$ cat src/rtl/sha256_message_digest_assert.svh
// assertion macros for the rtl file that checks itself
`ifndef SHA256_MESSAGE_DIGEST_ASSERT_SVH
`define SHA256_MESSAGE_DIGEST_ASSERT_SVH

// same-cycle implication, checked out of reset
`define SHA_ASSERT_NOW(label, ante, cons, msg) \
    label: assert property (@(posedge i_clk) disable iff (!i_rst_n) \
        (ante) |-> (cons)) else $error(msg);

// next-cycle implication, checked out of reset
`define SHA_ASSERT_NEXT(label, ante, cons, msg) \
    label: assert property (@(posedge i_clk) disable iff (!i_rst_n) \
        (ante) |=> (cons)) else $error(msg);

`endif

$ cat src/rtl/sha256md_pkg.sv
package sha256md_pkg;

    localparam int HASH_WORDS  = 8;
    localparam int SCHED_WORDS = 16;
    localparam int ROUNDS      = 64;
    localparam int BLOCK_BYTES = 64;

    localparam logic [5:0] FILL_LAST  = 6'(BLOCK_BYTES - 1);
    localparam logic [5:0] LEN_POS    = 6'd56;
    localparam logic [5:0] ROUND_LAST = 6'(ROUNDS - 1);
    localparam logic [2:0] WORD_LAST  = 3'(HASH_WORDS - 1);
    localparam logic [7:0] PAD_MARK   = 8'h80;

    typedef logic [HASH_WORDS-1:0][31:0]  t_vars;
    typedef logic [SCHED_WORDS-1:0][31:0] t_sched;

    typedef struct packed {
        logic       shift_byte;
        logic       round_step;
        logic [7:0] byte_val;
    } t_sched_ctl;

    localparam t_vars HASH_IV = {
        32'h5be0cd19, 32'h1f83d9ab, 32'h9b05688c, 32'h510e527f,
        32'ha54ff53a, 32'h3c6ef372, 32'hbb67ae85, 32'h6a09e667
    };

    localparam logic [31:0] ROUND_K [ROUNDS] = '{
        32'h428a2f98, 32'h71374491, 32'hb5c0fbcf, 32'he9b5dba5,
        32'h3956c25b, 32'h59f111f1, 32'h923f82a4, 32'hab1c5ed5,
        32'hd807aa98, 32'h12835b01, 32'h243185be, 32'h550c7dc3,
        32'h72be5d74, 32'h80deb1fe, 32'h9bdc06a7, 32'hc19bf174,
        32'he49b69c1, 32'hefbe4786, 32'h0fc19dc6, 32'h240ca1cc,
        32'h2de92c6f, 32'h4a7484aa, 32'h5cb0a9dc, 32'h76f988da,
        32'h983e5152, 32'ha831c66d, 32'hb00327c8, 32'hbf597fc7,
        32'hc6e00bf3, 32'hd5a79147, 32'h06ca6351, 32'h14292967,
        32'h27b70a85, 32'h2e1b2138, 32'h4d2c6dfc, 32'h53380d13,
        32'h650a7354, 32'h766a0abb, 32'h81c2c92e, 32'h92722c85,
        32'ha2bfe8a1, 32'ha81a664b, 32'hc24b8b70, 32'hc76c51a3,
        32'hd192e819, 32'hd6990624, 32'hf40e3585, 32'h106aa070,
        32'h19a4c116, 32'h1e376c08, 32'h2748774c, 32'h34b0bcb5,
        32'h391c0cb3, 32'h4ed8aa4a, 32'h5b9cca4f, 32'h682e6ff3,
        32'h748f82ee, 32'h78a5636f, 32'h84c87814, 32'h8cc70208,
        32'h90befffa, 32'ha4506ceb, 32'hbef9a3f7, 32'hc67178f2
    };

    function automatic logic [31:0] f_bsig0(input logic [31:0] x);
        return {x[1:0], x[31:2]} ^ {x[12:0], x[31:13]} ^ {x[21:0], x[31:22]};
    endfunction

    function automatic logic [31:0] f_bsig1(input logic [31:0] x);
        return {x[5:0], x[31:6]} ^ {x[10:0], x[31:11]} ^ {x[24:0], x[31:25]};
    endfunction

    function automatic logic [31:0] f_ssig0(input logic [31:0] x);
        return {x[6:0], x[31:7]} ^ {x[17:0], x[31:18]} ^ {3'b000, x[31:3]};
    endfunction

    function automatic logic [31:0] f_ssig1(input logic [31:0] x);
        return {x[16:0], x[31:17]} ^ {x[18:0], x[31:19]} ^ {10'd0, x[31:10]};
    endfunction

endpackage

$ cat src/rtl/sha256md_if.sv
interface sha256md_in_if;
    logic       valid;
    logic       ready;
    logic [7:0] msg_byte;
    logic       has_byte;
    logic       last_byte;

    modport source (output valid, msg_byte, has_byte, last_byte, input ready);
    modport sink   (input valid, msg_byte, has_byte, last_byte, output ready);
endinterface

interface sha256md_out_if;
    logic        valid;
    logic        ready;
    logic [31:0] digest_word;
    logic [2:0]  word_index;
    logic        last_word;

    modport source (output valid, digest_word, word_index, last_word, input ready);
    modport sink   (input valid, digest_word, word_index, last_word, output ready);
endinterface

$ cat src/rtl/sha256_message_digest.sv
// sha-256 over a byte stream, at most one byte per accepted word, one round per cycle
// a plain byte is only shifted in; a byte that fills the block starts its compression
// last word: pad bytes to the end of the block, an extra block when the length spills,
// then each padded block is compressed and 8 digest words go out
// one round unit serves every round of every block; no input is taken while it works
// reset: synchronous active low, chaining words to the initial hash, counts to zero
`include "sha256_message_digest_assert.svh"

module sha256_message_digest import sha256md_pkg::*; (
    input  logic                  i_clk,
    input  logic                  i_rst_n,
    sha256md_in_if.sink           i_in,
    sha256md_out_if.source        o_out
);

    typedef enum logic [2:0] {
        S_IDLE,
        S_PAD,
        S_INIT,
        S_ROUND,
        S_FINAL,
        S_OUT
    } t_state;

    // control state
    t_state      r_state,     n_state;
    logic [5:0]  r_fill,      n_fill;
    logic [63:0] r_bitlen,    n_bitlen;
    logic [5:0]  r_round,     n_round;
    logic [2:0]  r_idx,       n_idx;
    logic        r_pend_last, n_pend_last;   // last came with the byte that filled a block
    logic        r_in_pad,    n_in_pad;      // block being built is padding
    logic        r_len_blk,   n_len_blk;     // this padding block carries the length
    logic        r_pad_first, n_pad_first;   // next pad byte is the marker
    t_vars       r_hash,      n_hash;

    // working variables, no reset
    t_vars       r_vars,      n_vars;

    t_sched_ctl  sched_ctl;
    logic [31:0] w_cur;
    t_vars       round_out;
    logic        in_acc;
    logic        out_acc;
    logic [5:0]  fill_after;

    sha256md_sched u_sched (
        .i_clk (i_clk),
        .i_ctl (sched_ctl),
        .o_w   (w_cur)
    );

    sha256md_round u_round (
        .i_vars (r_vars),
        .i_w    (w_cur),
        .i_k    (ROUND_K[r_round]),
        .o_vars (round_out)
    );

    // handshakes
    assign i_in.ready        = (r_state == S_IDLE);
    assign in_acc            = i_in.valid && i_in.ready;
    assign o_out.valid       = (r_state == S_OUT);
    assign out_acc           = o_out.valid && o_out.ready;
    assign o_out.digest_word = r_hash[r_idx];
    assign o_out.word_index  = r_idx;
    assign o_out.last_word   = (r_idx == WORD_LAST);

    assign fill_after = i_in.has_byte ? r_fill + 6'd1 : r_fill;

    always_comb begin
        n_state     = r_state;
        n_fill      = r_fill;
        n_bitlen    = r_bitlen;
        n_round     = r_round;
        n_idx       = r_idx;
        n_pend_last = r_pend_last;
        n_in_pad    = r_in_pad;
        n_len_blk   = r_len_blk;
        n_pad_first = r_pad_first;
        n_hash      = r_hash;
        n_vars      = r_vars;
        sched_ctl   = '0;

        case (r_state)
            S_IDLE: begin
                if (in_acc) begin
                    if (i_in.has_byte) begin
                        sched_ctl.shift_byte = 1'b1;
                        sched_ctl.byte_val   = i_in.msg_byte;
                        n_fill               = r_fill + 6'd1;
                        n_bitlen             = r_bitlen + 64'd8;
                    end
                    if (i_in.has_byte && r_fill == FILL_LAST) begin
                        // block full: compress first, padding follows if last
                        n_state     = S_INIT;
                        n_pend_last = i_in.last_byte;
                        n_in_pad    = 1'b0;
                    end else if (i_in.last_byte) begin
                        n_state     = S_PAD;
                        n_in_pad    = 1'b1;
                        n_pad_first = 1'b1;
                        n_len_blk   = (fill_after < LEN_POS);
                    end
                end
            end

            S_PAD: begin
                // one pad byte a cycle: marker if due, zeros, then in the length block its high byte first
                sched_ctl.shift_byte = 1'b1;
                if (r_pad_first) begin
                    sched_ctl.byte_val = PAD_MARK;
                end else if (r_len_blk && r_fill >= LEN_POS) begin
                    sched_ctl.byte_val = r_bitlen[63:56];
                    n_bitlen           = {r_bitlen[55:0], 8'h00};
                end else begin
                    sched_ctl.byte_val = 8'h00;
                end
                n_pad_first = 1'b0;
                n_fill      = r_fill + 6'd1;
                if (r_fill == FILL_LAST) begin
                    n_state = S_INIT;
                end
            end

            S_INIT: begin
                n_vars  = r_hash;
                n_round = '0;
                n_state = S_ROUND;
            end

            S_ROUND: begin
                sched_ctl.round_step = 1'b1;
                n_vars               = round_out;
                n_round              = r_round + 6'd1;
                if (r_round == ROUND_LAST) begin
                    n_state = S_FINAL;
                end
            end

            S_FINAL: begin
                for (int i = 0; i < HASH_WORDS; i++) begin
                    n_hash[i] = r_hash[i] + r_vars[i];
                end
                if (r_in_pad && r_len_blk) begin
                    n_state = S_OUT;
                    n_idx   = '0;
                end else if (r_in_pad) begin
                    // no room for the length after the marker, length goes in the next block
                    n_state     = S_PAD;
                    n_pad_first = 1'b0;
                    n_len_blk   = 1'b1;
                end else if (r_pend_last) begin
                    n_state     = S_PAD;
                    n_in_pad    = 1'b1;
                    n_pad_first = 1'b1;
                    n_len_blk   = 1'b1;
                    n_pend_last = 1'b0;
                end else begin
                    n_state = S_IDLE;
                end
            end

            S_OUT: begin
                if (out_acc) begin
                    if (r_idx == WORD_LAST) begin
                        // reload for the next message
                        n_state  = S_IDLE;
                        n_hash   = HASH_IV;
                        n_idx    = '0;
                        n_in_pad = 1'b0;
                        n_fill   = '0;
                        n_bitlen = '0;
                    end else begin
                        n_idx = r_idx + 3'd1;
                    end
                end
            end

            default: begin
                n_state = S_IDLE;
            end
        endcase
    end

    always_ff @(posedge i_clk) begin
        if (!i_rst_n) begin
            r_state     <= S_IDLE;
            r_fill      <= '0;
            r_bitlen    <= '0;
            r_round     <= '0;
            r_idx       <= '0;
            r_pend_last <= 1'b0;
            r_in_pad    <= 1'b0;
            r_len_blk   <= 1'b0;
            r_pad_first <= 1'b0;
            r_hash      <= HASH_IV;
        end else begin
            r_state     <= n_state;
            r_fill      <= n_fill;
            r_bitlen    <= n_bitlen;
            r_round     <= n_round;
            r_idx       <= n_idx;
            r_pend_last <= n_pend_last;
            r_in_pad    <= n_in_pad;
            r_len_blk   <= n_len_blk;
            r_pad_first <= n_pad_first;
            r_hash      <= n_hash;
        end
    end

    // working variables carry no reset
    always_ff @(posedge i_clk) begin
        r_vars <= n_vars;
    end

    // checks
    `SHA_ASSERT_NOW(a_no_overlap, i_in.ready, !o_out.valid, "input ready while digest pending")
    `SHA_ASSERT_NEXT(a_digest_done, out_acc && o_out.last_word, i_in.ready, "not idle after digest")
    `SHA_ASSERT_NEXT(a_round_end, r_state == S_ROUND && r_round == ROUND_LAST, r_state == S_FINAL, "round count slip")
    `SHA_ASSERT_NOW(a_len_drained, r_state == S_OUT, r_bitlen == 64'd0 && r_fill == 6'd0, "length not consumed")

endmodule

$ cat src/rtl/sha256md_round.sv
module sha256md_round import sha256md_pkg::*; (
    input  t_vars       i_vars,
    input  logic [31:0] i_w,
    input  logic [31:0] i_k,
    output t_vars       o_vars
);

    logic [31:0] t1;
    logic [31:0] t2;
    logic [31:0] ch;
    logic [31:0] maj;

    always_comb begin
        ch  = (i_vars[4] & i_vars[5]) ^ (~i_vars[4] & i_vars[6]);
        maj = (i_vars[0] & i_vars[1]) ^ (i_vars[0] & i_vars[2]) ^ (i_vars[1] & i_vars[2]);
        t1  = i_vars[7] + f_bsig1(i_vars[4]) + ch + i_k + i_w;
        t2  = f_bsig0(i_vars[0]) + maj;
        o_vars[7] = i_vars[6];
        o_vars[6] = i_vars[5];
        o_vars[5] = i_vars[4];
        o_vars[4] = i_vars[3] + t1;
        o_vars[3] = i_vars[2];
        o_vars[2] = i_vars[1];
        o_vars[1] = i_vars[0];
        o_vars[0] = t1 + t2;
    end

endmodule

$ cat src/rtl/sha256md_sched.sv
module sha256md_sched import sha256md_pkg::*; (
    input  logic        i_clk,
    input  t_sched_ctl  i_ctl,
    output logic [31:0] o_w
);

    // word 15 is the oldest schedule word, it doubles as the block buffer
    t_sched      r_w;
    logic [31:0] w_new;

    assign w_new = f_ssig1(r_w[1]) + r_w[6] + f_ssig0(r_w[14]) + r_w[15];
    assign o_w   = r_w[15];

    always_ff @(posedge i_clk) begin
        if (i_ctl.shift_byte) begin
            r_w <= {r_w[SCHED_WORDS-1][23:0], r_w[SCHED_WORDS-2:0], i_ctl.byte_val};
        end else if (i_ctl.round_step) begin
            r_w <= {r_w[SCHED_WORDS-2:0], w_new};
        end
    end

endmodule
$ cat src/flat_wrapper.sv
// flat-port wrapper written by rule: the top's interface ports become plain ports
module sha256_message_digest_flat import sha256md_pkg::*;
  (i_clk, i_rst_n, i_in_valid, i_in_msg_byte, i_in_has_byte, i_in_last_byte, i_in_ready, o_out_valid, o_out_digest_word, o_out_word_index, o_out_last_word, o_out_ready);
  sha256md_in_if i_in_i ();
  sha256md_out_if o_out_i ();
  input  logic i_clk;
  input  logic i_rst_n;
  input wire logic [$bits(i_in_i.valid)-1:0] i_in_valid;
  input wire logic [$bits(i_in_i.msg_byte)-1:0] i_in_msg_byte;
  input wire logic [$bits(i_in_i.has_byte)-1:0] i_in_has_byte;
  input wire logic [$bits(i_in_i.last_byte)-1:0] i_in_last_byte;
  output wire logic [$bits(i_in_i.ready)-1:0] i_in_ready;
  output wire logic [$bits(o_out_i.valid)-1:0] o_out_valid;
  output wire logic [$bits(o_out_i.digest_word)-1:0] o_out_digest_word;
  output wire logic [$bits(o_out_i.word_index)-1:0] o_out_word_index;
  output wire logic [$bits(o_out_i.last_word)-1:0] o_out_last_word;
  input wire logic [$bits(o_out_i.ready)-1:0] o_out_ready;
  assign i_in_i.valid = i_in_valid;
  assign i_in_i.msg_byte = i_in_msg_byte;
  assign i_in_i.has_byte = i_in_has_byte;
  assign i_in_i.last_byte = i_in_last_byte;
  assign i_in_ready = i_in_i.ready;
  assign o_out_valid = o_out_i.valid;
  assign o_out_digest_word = o_out_i.digest_word;
  assign o_out_word_index = o_out_i.word_index;
  assign o_out_last_word = o_out_i.last_word;
  assign o_out_i.ready = o_out_ready;
  sha256_message_digest u_core (.i_clk(i_clk), .i_rst_n(i_rst_n), .i_in(i_in_i), .o_out(o_out_i));
endmodule
$ cat config.mk
export PLATFORM = sky130hd
export DESIGN_NAME = sha256_message_digest_flat
export DESIGN_NICKNAME = d
export VERILOG_FILES = /design/src/rtl/sha256md_pkg.sv /design/src/rtl/sha256md_if.sv /design/src/rtl/sha256_message_digest.sv /design/src/rtl/sha256md_round.sv /design/src/rtl/sha256md_sched.sv /design/src/flat_wrapper.sv
export VERILOG_INCLUDE_DIRS = /design/src /design/src/rtl
export SDC_FILE = /design/constraint.sdc
export NUM_CORES = 2
export LEC_CHECK = 0
export ABC_AREA = 0
export BUFFER_PORTS_ARGS = -buffer_cell sky130_fd_sc_hd__buf_4
export CORE_ASPECT_RATIO = 0.7
export CORE_MARGIN = 4
export CORE_UTILIZATION = 38
export CTS_CLUSTER_SIZE = 40
export DETAILED_ROUTE_END_ITERATION = 16
export GPL_TIMING_DRIVEN = 0
export PLACE_DENSITY_LB_ADDON = 0.12
export SYNTH_ARGS = -nofsm -noshare
export SYNTH_HDL_FRONTEND = slang
export SYNTH_SLANG_ARGS = --single-unit
$ cat constraint.sdc
create_clock -name i_clk -period 22.9 [get_ports i_clk]
set_clock_uncertainty 0.1 [all_clocks]
set_input_delay 3.435 -clock i_clk [delete_from_list [all_inputs] [get_ports i_clk]]
set_output_delay 3.435 -clock i_clk [all_outputs]
set_load 0.005 [all_outputs]
* After elaboration in Yosys (flattened, before gate mapping)
Memory sizes are Yosys's and may differ from the RTL's.
Index checks and enable logic that the tools add are counted.
** Word-level totals
- Memories :: 1
- Input port bits :: 14
- Bits in read-only memories :: 2048
- Register bits after elaboration :: 1110
- Output and inout port bits :: 38
** Cells by class
- Bitwise gates (word level) :: 18
- Equal/unequal tests :: 24
- Magnitude comparators :: 4
- Add/sub/neg operators :: 22
- Reductions and logical operators :: 22
- Multiplexer cells :: 73
** Memory list
- (no name shown) :: words 64, width 32, read ports 1, clocked after Yosys merged registers in 0, write ports 0, RTL line sha256_message_digest.sv:56 : .i_k (ROUND_K[r_round]),
** Operator list (number)
- $mux W512 :: 2
- $pmux W256 S2 :: 2
- $add A32 B32 Y32 :: 18
- $mux W256 :: 2
- $mux W64 :: 6
- $xor A32 B32 Y32 :: 9
- $pmux W64 S3 :: 1
- $and A32 B32 Y32 :: 5
- $bmux W32 S3 :: 1
- $mux W32 :: 3
- $add A64 B4 Y64 const B :: 1
- $mux W3 :: 12
- $mux W8 :: 4
- $not A32 Y32 :: 1
- $xor A32 B22 Y32 :: 1
- $xor A32 B29 Y32 :: 1
- $mux W1 :: 26
- $mux W6 :: 4
- $reduce_and A6 Y1 :: 4
- $ne A2 B2 Y1 const B :: 10
- $pmux W3 S6 :: 1
- $pmux W6 S3 :: 1
- $pmux W8 S2 :: 1
- $add A6 B1 Y6 const B :: 2
- 25 further kinds :: 45

* Depth between registers and ports, before layout
- Depth after elaboration :: 8
- Mapped depth :: 43

* Hierarchy
A second synthesis with hierarchy kept.
** Second synthesis, totals
- Cell total of the unflattened synthesis :: 7870
- Area total of the unflattened synthesis :: 77146.5 um2
** Modules (own cells, without submodules)
- sha256_message_digest :: area each 40191.0 um2, sequential area each 14473.9 um2, cells an instance 4879, times used 1
- sha256md_sched :: area each 25817.3 um2, sequential area each 15374.7 um2, cells an instance 1626, times used 1
- sha256md_round :: area each 11138.2 um2, sequential area each 0.0 um2, cells an instance 1365, times used 1

* Worst setup path before layout
Ideal clock, no wire load.
- Kind :: register to register
- Start point :: register u_core.r_state[2]
- End point :: register u_core.u_sched.r_w (netlist bit u_core.u_sched.o_w[0]), enable pin
- Arrival time :: 17.561 ns
- Cell stages (with the launch flop) :: 9
- Required time :: 21.899 ns
- Slack :: 4.338 ns
- Buffers on the path :: 3
- Library setup time :: 0.901 ns
- Period minus slack after synthesis :: 18.562 ns
- Path through :: dfxtp_1 inv_1 nand2_1 inv_1 nand2_1 clkbuf_1 clkbuf_1 buf_1 nand2_1
** Between the ends
- Cells in the longest elaborated chain, start to end :: 5
- Elaborated cells between the ends (all ways) :: 8
- Classes of those cells :: eq/ne (2); mux (3); reduce/logical (3)
** Ends and longest elaborated chain
- start, declared :: RTL line sha256_message_digest.sv:26 : t_state r_state, n_state;
- start signal, assigned :: RTL line sha256_message_digest.sv:199 : r_state <= n_state;
- $logic_not A3 Y1 :: RTL line sha256_message_digest.sv:61, sha256_message_digest.sv:85
- $logic_and A1 B1 Y1 :: RTL line sha256_message_digest.sv:62 : assign in_acc = i_in.valid && i_in.ready;
- $mux W1 :: RTL line sha256_message_digest.sv:87 : if (in_acc) begin
- $pmux W1 S2 :: RTL line sha256_message_digest.sv:85 : case (r_state)
- $reduce_bool A2 Y1 (no line) (*)
- end signal, assigned :: RTL line sha256md_sched.sv:16 : r_w <= {r_w[SCHED_WORDS-1][23:0], r_w[SCHED_WORDS-2:0], i_ctl.byte_val};
- end signal, assigned :: RTL line sha256md_sched.sv:18 : r_w <= {r_w[SCHED_WORDS-2:0], w_new};
- end, declared :: RTL line sha256md_sched.sv:8 : t_sched r_w;
Every way passes the cells marked *; elsewhere a longest branch is shown, timed or not.
A chain may end at the register's enable or synchronous reset.

==> run_results.csv <==
group,metric,value,unit
outcome,outcome,"finished with violations",
outcome,violations,"max-capacitance violations, max-slew violations",
detailed_routing,first_pass_iters,6,
critical_path,crit_top_cell,"inv_1",
floorplan,initial_core_util,38.3,%
cts,worstSkewPairLatency,0.79,ns
cts,cts_root_buffer,"clkbuf_16",
timing,drv_slew,72,
placement,gp_congestion,0.994,
cts,cts.hold.buffers_added,0,
layout,layout_common_cells,"nand2_1 (2528), edfxtp_1 (768), a21oi_1 (496), clkbuf_1 (477), nor2_1 (459)",
layout,stdcell_area,83500,µm²
floorplan,floorplan.rows,136,
cts,htreeDepth,4,
cts,cts-buffers-inserted,131,
min_path,hold_path_class,"reg -> reg",
layout,nets,9412,
detailed_routing,drt_iter0_drc,10100,
timing,rsz0062_at_grt,"no",
detailed_routing,final_antenna_net_count,0,
grt,grt_antenna_before_repair,18,
logic_synthesis,synthDistinctLibCells,104,
cts,clock_sinks,1107,
flow_run,maxCapViolCount,9,
detailed_routing,dr_total_vias,67700,
timing,period_share,60.6,%
layout,syn2layout_area_growth,11.1,%
critical_path,path_class,"reg -> reg",
placement,place_hpwl,254000,µm
logic_synthesis,syn-num-nets,9211,
critical_path,cp.arrival,14.26,ns
floorplan,die_w,540,µm
grt,met1_usage,51.3,%
timing,clock.fmax,0.0721,GHz
placement,port_buffers,49,
logic_synthesis,synth-edff-count,768,
floorplan,die_h,380,µm
critical_path,critPathMaxFanout,17,
timing,hold_viol_final,0,
floorplan,dieArea,205000,µm²
grt,grt_first_pass_wirelength,453000,µm
critical_path,cpPeakStageDelay,1.04,ns
grt,met3_usage,9.86,%
cts,postCtsSetupBuffers,0,
logic_synthesis,avgSynthCellArea,8.74,µm²
timing,slew_headroom,-8.57,%
grt,met2_usage,35.4,%
logic_synthesis,yosysSeqAreaShare,39.7,%
grt,grt.overflow.total,0,
logic_synthesis,netlist_area,75200,µm²
critical_path,start_kind,"flop",
cts,post_cts_resize_count,0,
logic_synthesis,synth_ff_type,"edfxtp_1",
grt,grt_pass1_vias,61500,
critical_path,worstSetupEndpointType,"flop",
logic_synthesis,synth_seq_cells,1107,
logic_synthesis,async_flop_share,0,%
detailed_routing,drc,0,
placement,place_area,79300,µm²
timing,post-route-min-period,13.88,ns
cts,cts_tree,"yes",
cts,clkSlewWorstSetupHoldPaths,0.06,ns
cts,clk_path_buf_depth,3,
layout,drive_above_1_share,4.89,%
layout,final.fill_count,19700,
timing,finalSetupViolations,0,
grt,track_usage,30.3,%
logic_synthesis,syn_inst,8603,
layout,layout_commonest_cell,"nand2_1",
timing,worst-slew-pin-transition,1.62,ns
grt,grt_max_degree,103,
critical_path,cp.required,23.28,ns
floorplan,io_pins,52,
detailed_routing,wirelength,321000,µm
detailed_routing,vias_per_cell,5.87,
floorplan,core,197000,µm²
critical_path,crit_slowest_cell,"buf_1",
detailed_routing,wire_per_inst,27.8,µm
grt,top_usage_layer,"met1",
logic_synthesis,ys_warn_count,0,
stage by stage:
stage / TNS (ns) / setup WS, ns / hold WS, ns / instances / utilization [%]
floorplan: 0 / 4.34 / 0.345 / 8603 / -
global placement: -5494.04 / -10.81 / 0.367 / 11300 / 40.1
detailed placement: 0 / 9.67 / 0.374 / 11300 / 40.3
CTS: 0 / 9.57 / 0.383 / 11500 / 42.5
global route: 0 / 8.79 / 0.404 / 11500 / 42.5
finish: 0 / 9.02 / 0.389 / 11500 / 42.5
registers in the layout (all words and copies together), names as in the netlist:
signal and cells:
u_core.r_fill 6, u_core.o_out.word_index 3, u_core.r_hash 256, u_core.r_bitlen 61, u_core.r_in_pad 1, u_core.r_state 3
u_core.r_pad_first 1, u_core.r_len_blk 1, u_core.r_vars 256, u_core.u_sched.r_w 480, u_core.r_round 6, u_core.r_pend_last 1
u_core.u_sched.o_w 32
final timing paths:
kind	from	endpoint	slack [ns]	depth (start not counted)
worst min-delay path	u_core.r_bitlen[15]$_SDFFE_PN0P_	u_core.r_bitlen[23]$_SDFFE_PN0P_	0.39	2
worst max-delay path	u_core.r_round[2]$_SDFFE_PN0P_	u_core.r_vars[31]$_DFFE_PP_	9.02	41
worst min register to register	u_core.r_bitlen[15]$_SDFFE_PN0P_	u_core.r_bitlen[23]$_SDFFE_PN0P_	0.39	2
worst max register to register	u_core.r_round[2]$_SDFFE_PN0P_	u_core.r_vars[31]$_DFFE_PP_	9.02	41
layer usage:
| metal | part of all wire (%) | vias up | routed length (µm) |
|---|---|---|---|
| li1 | - | 30100 | - |
| met3 | 14 | 341 | 44600 |
| met1 | 50 | 33300 | 160000 |
| met5 | 0.010 | - | 32 |
| met2 | 35 | 3864 | 111000 |
| met4 | 1.7 | 4 | 5400 |
synthesized netlist by cell type (71+ instances only):
master / count / area, µm²
o21ai_0: 382 / 1910
nor3_1: 117 / 586
inv_1: 339 / 1270
a21oi_1: 497 / 2490
o21ai_1: 74 / 370
o22ai_1: 77 / 482
edfxtp_1: 768 / 23100
ha_1: 399 / 4990
nand3_1: 117 / 586
nor2_1: 459 / 1720
xnor2_1: 391 / 3420
a22oi_1: 73 / 548
nand2_1: 2529 / 9490
xor2_1: 197 / 1730
dfxtp_1: 339 / 6790
clkbuf_1: 458 / 1720
a21o_1: 210 / 1580
fa_1: 195 / 3900
mux4_2: 71 / 1600
critical path: cells and delay by family (launching register included):
kind                     cells  cell delay (ns)
AO/OA/AOI/OAI               17             4.89
adder cells (fa/ha/maj)      7             3.32
buffers and inverters        9             2.76
AND/OR/NAND/NOR              5             1.23
XOR/XNOR                     3             0.71
flip-flops                   1             0.49
layout make-up:
class / instances / area (µm²) / area share [%]
Antenna cell: 5 / 12.5 / 0.0150
Buffer: 506 / 1920 / 2.30
Clock buffer: 175 / 3640 / 4.35
Clock inverter: 62 / 583 / 0.698
Inverter: 345 / 1300 / 1.56
Multi-Input combinational cell: 6645 / 42200 / 50.5
Sequential cell: 1107 / 29800 / 35.7
Tap cell: 2622 / 3280 / 3.93
Timing Repair Buffer: 68 / 771 / 0.923
cells by family (layout without fill, tap and decap cells):
group | Yosys count | in the layout | synth area share, %
flops | 1107 | 1107 | 39.7
fa+ha+maj | 598 | 598 | 11.9
xor+xnor | 588 | 588 | 6.85
compound gates | 1783 | 1783 | 14.9
simple gates | 3528 | 3528 | 19.2
mux | 148 | 148 | 3.21
buf+inv | 851 | 1156 | 4.26
other cells | 0 | 5 | 0
Power is not shown: default switching activity piles up to over one toggle a cycle in this logic, so the estimate is an artifact.
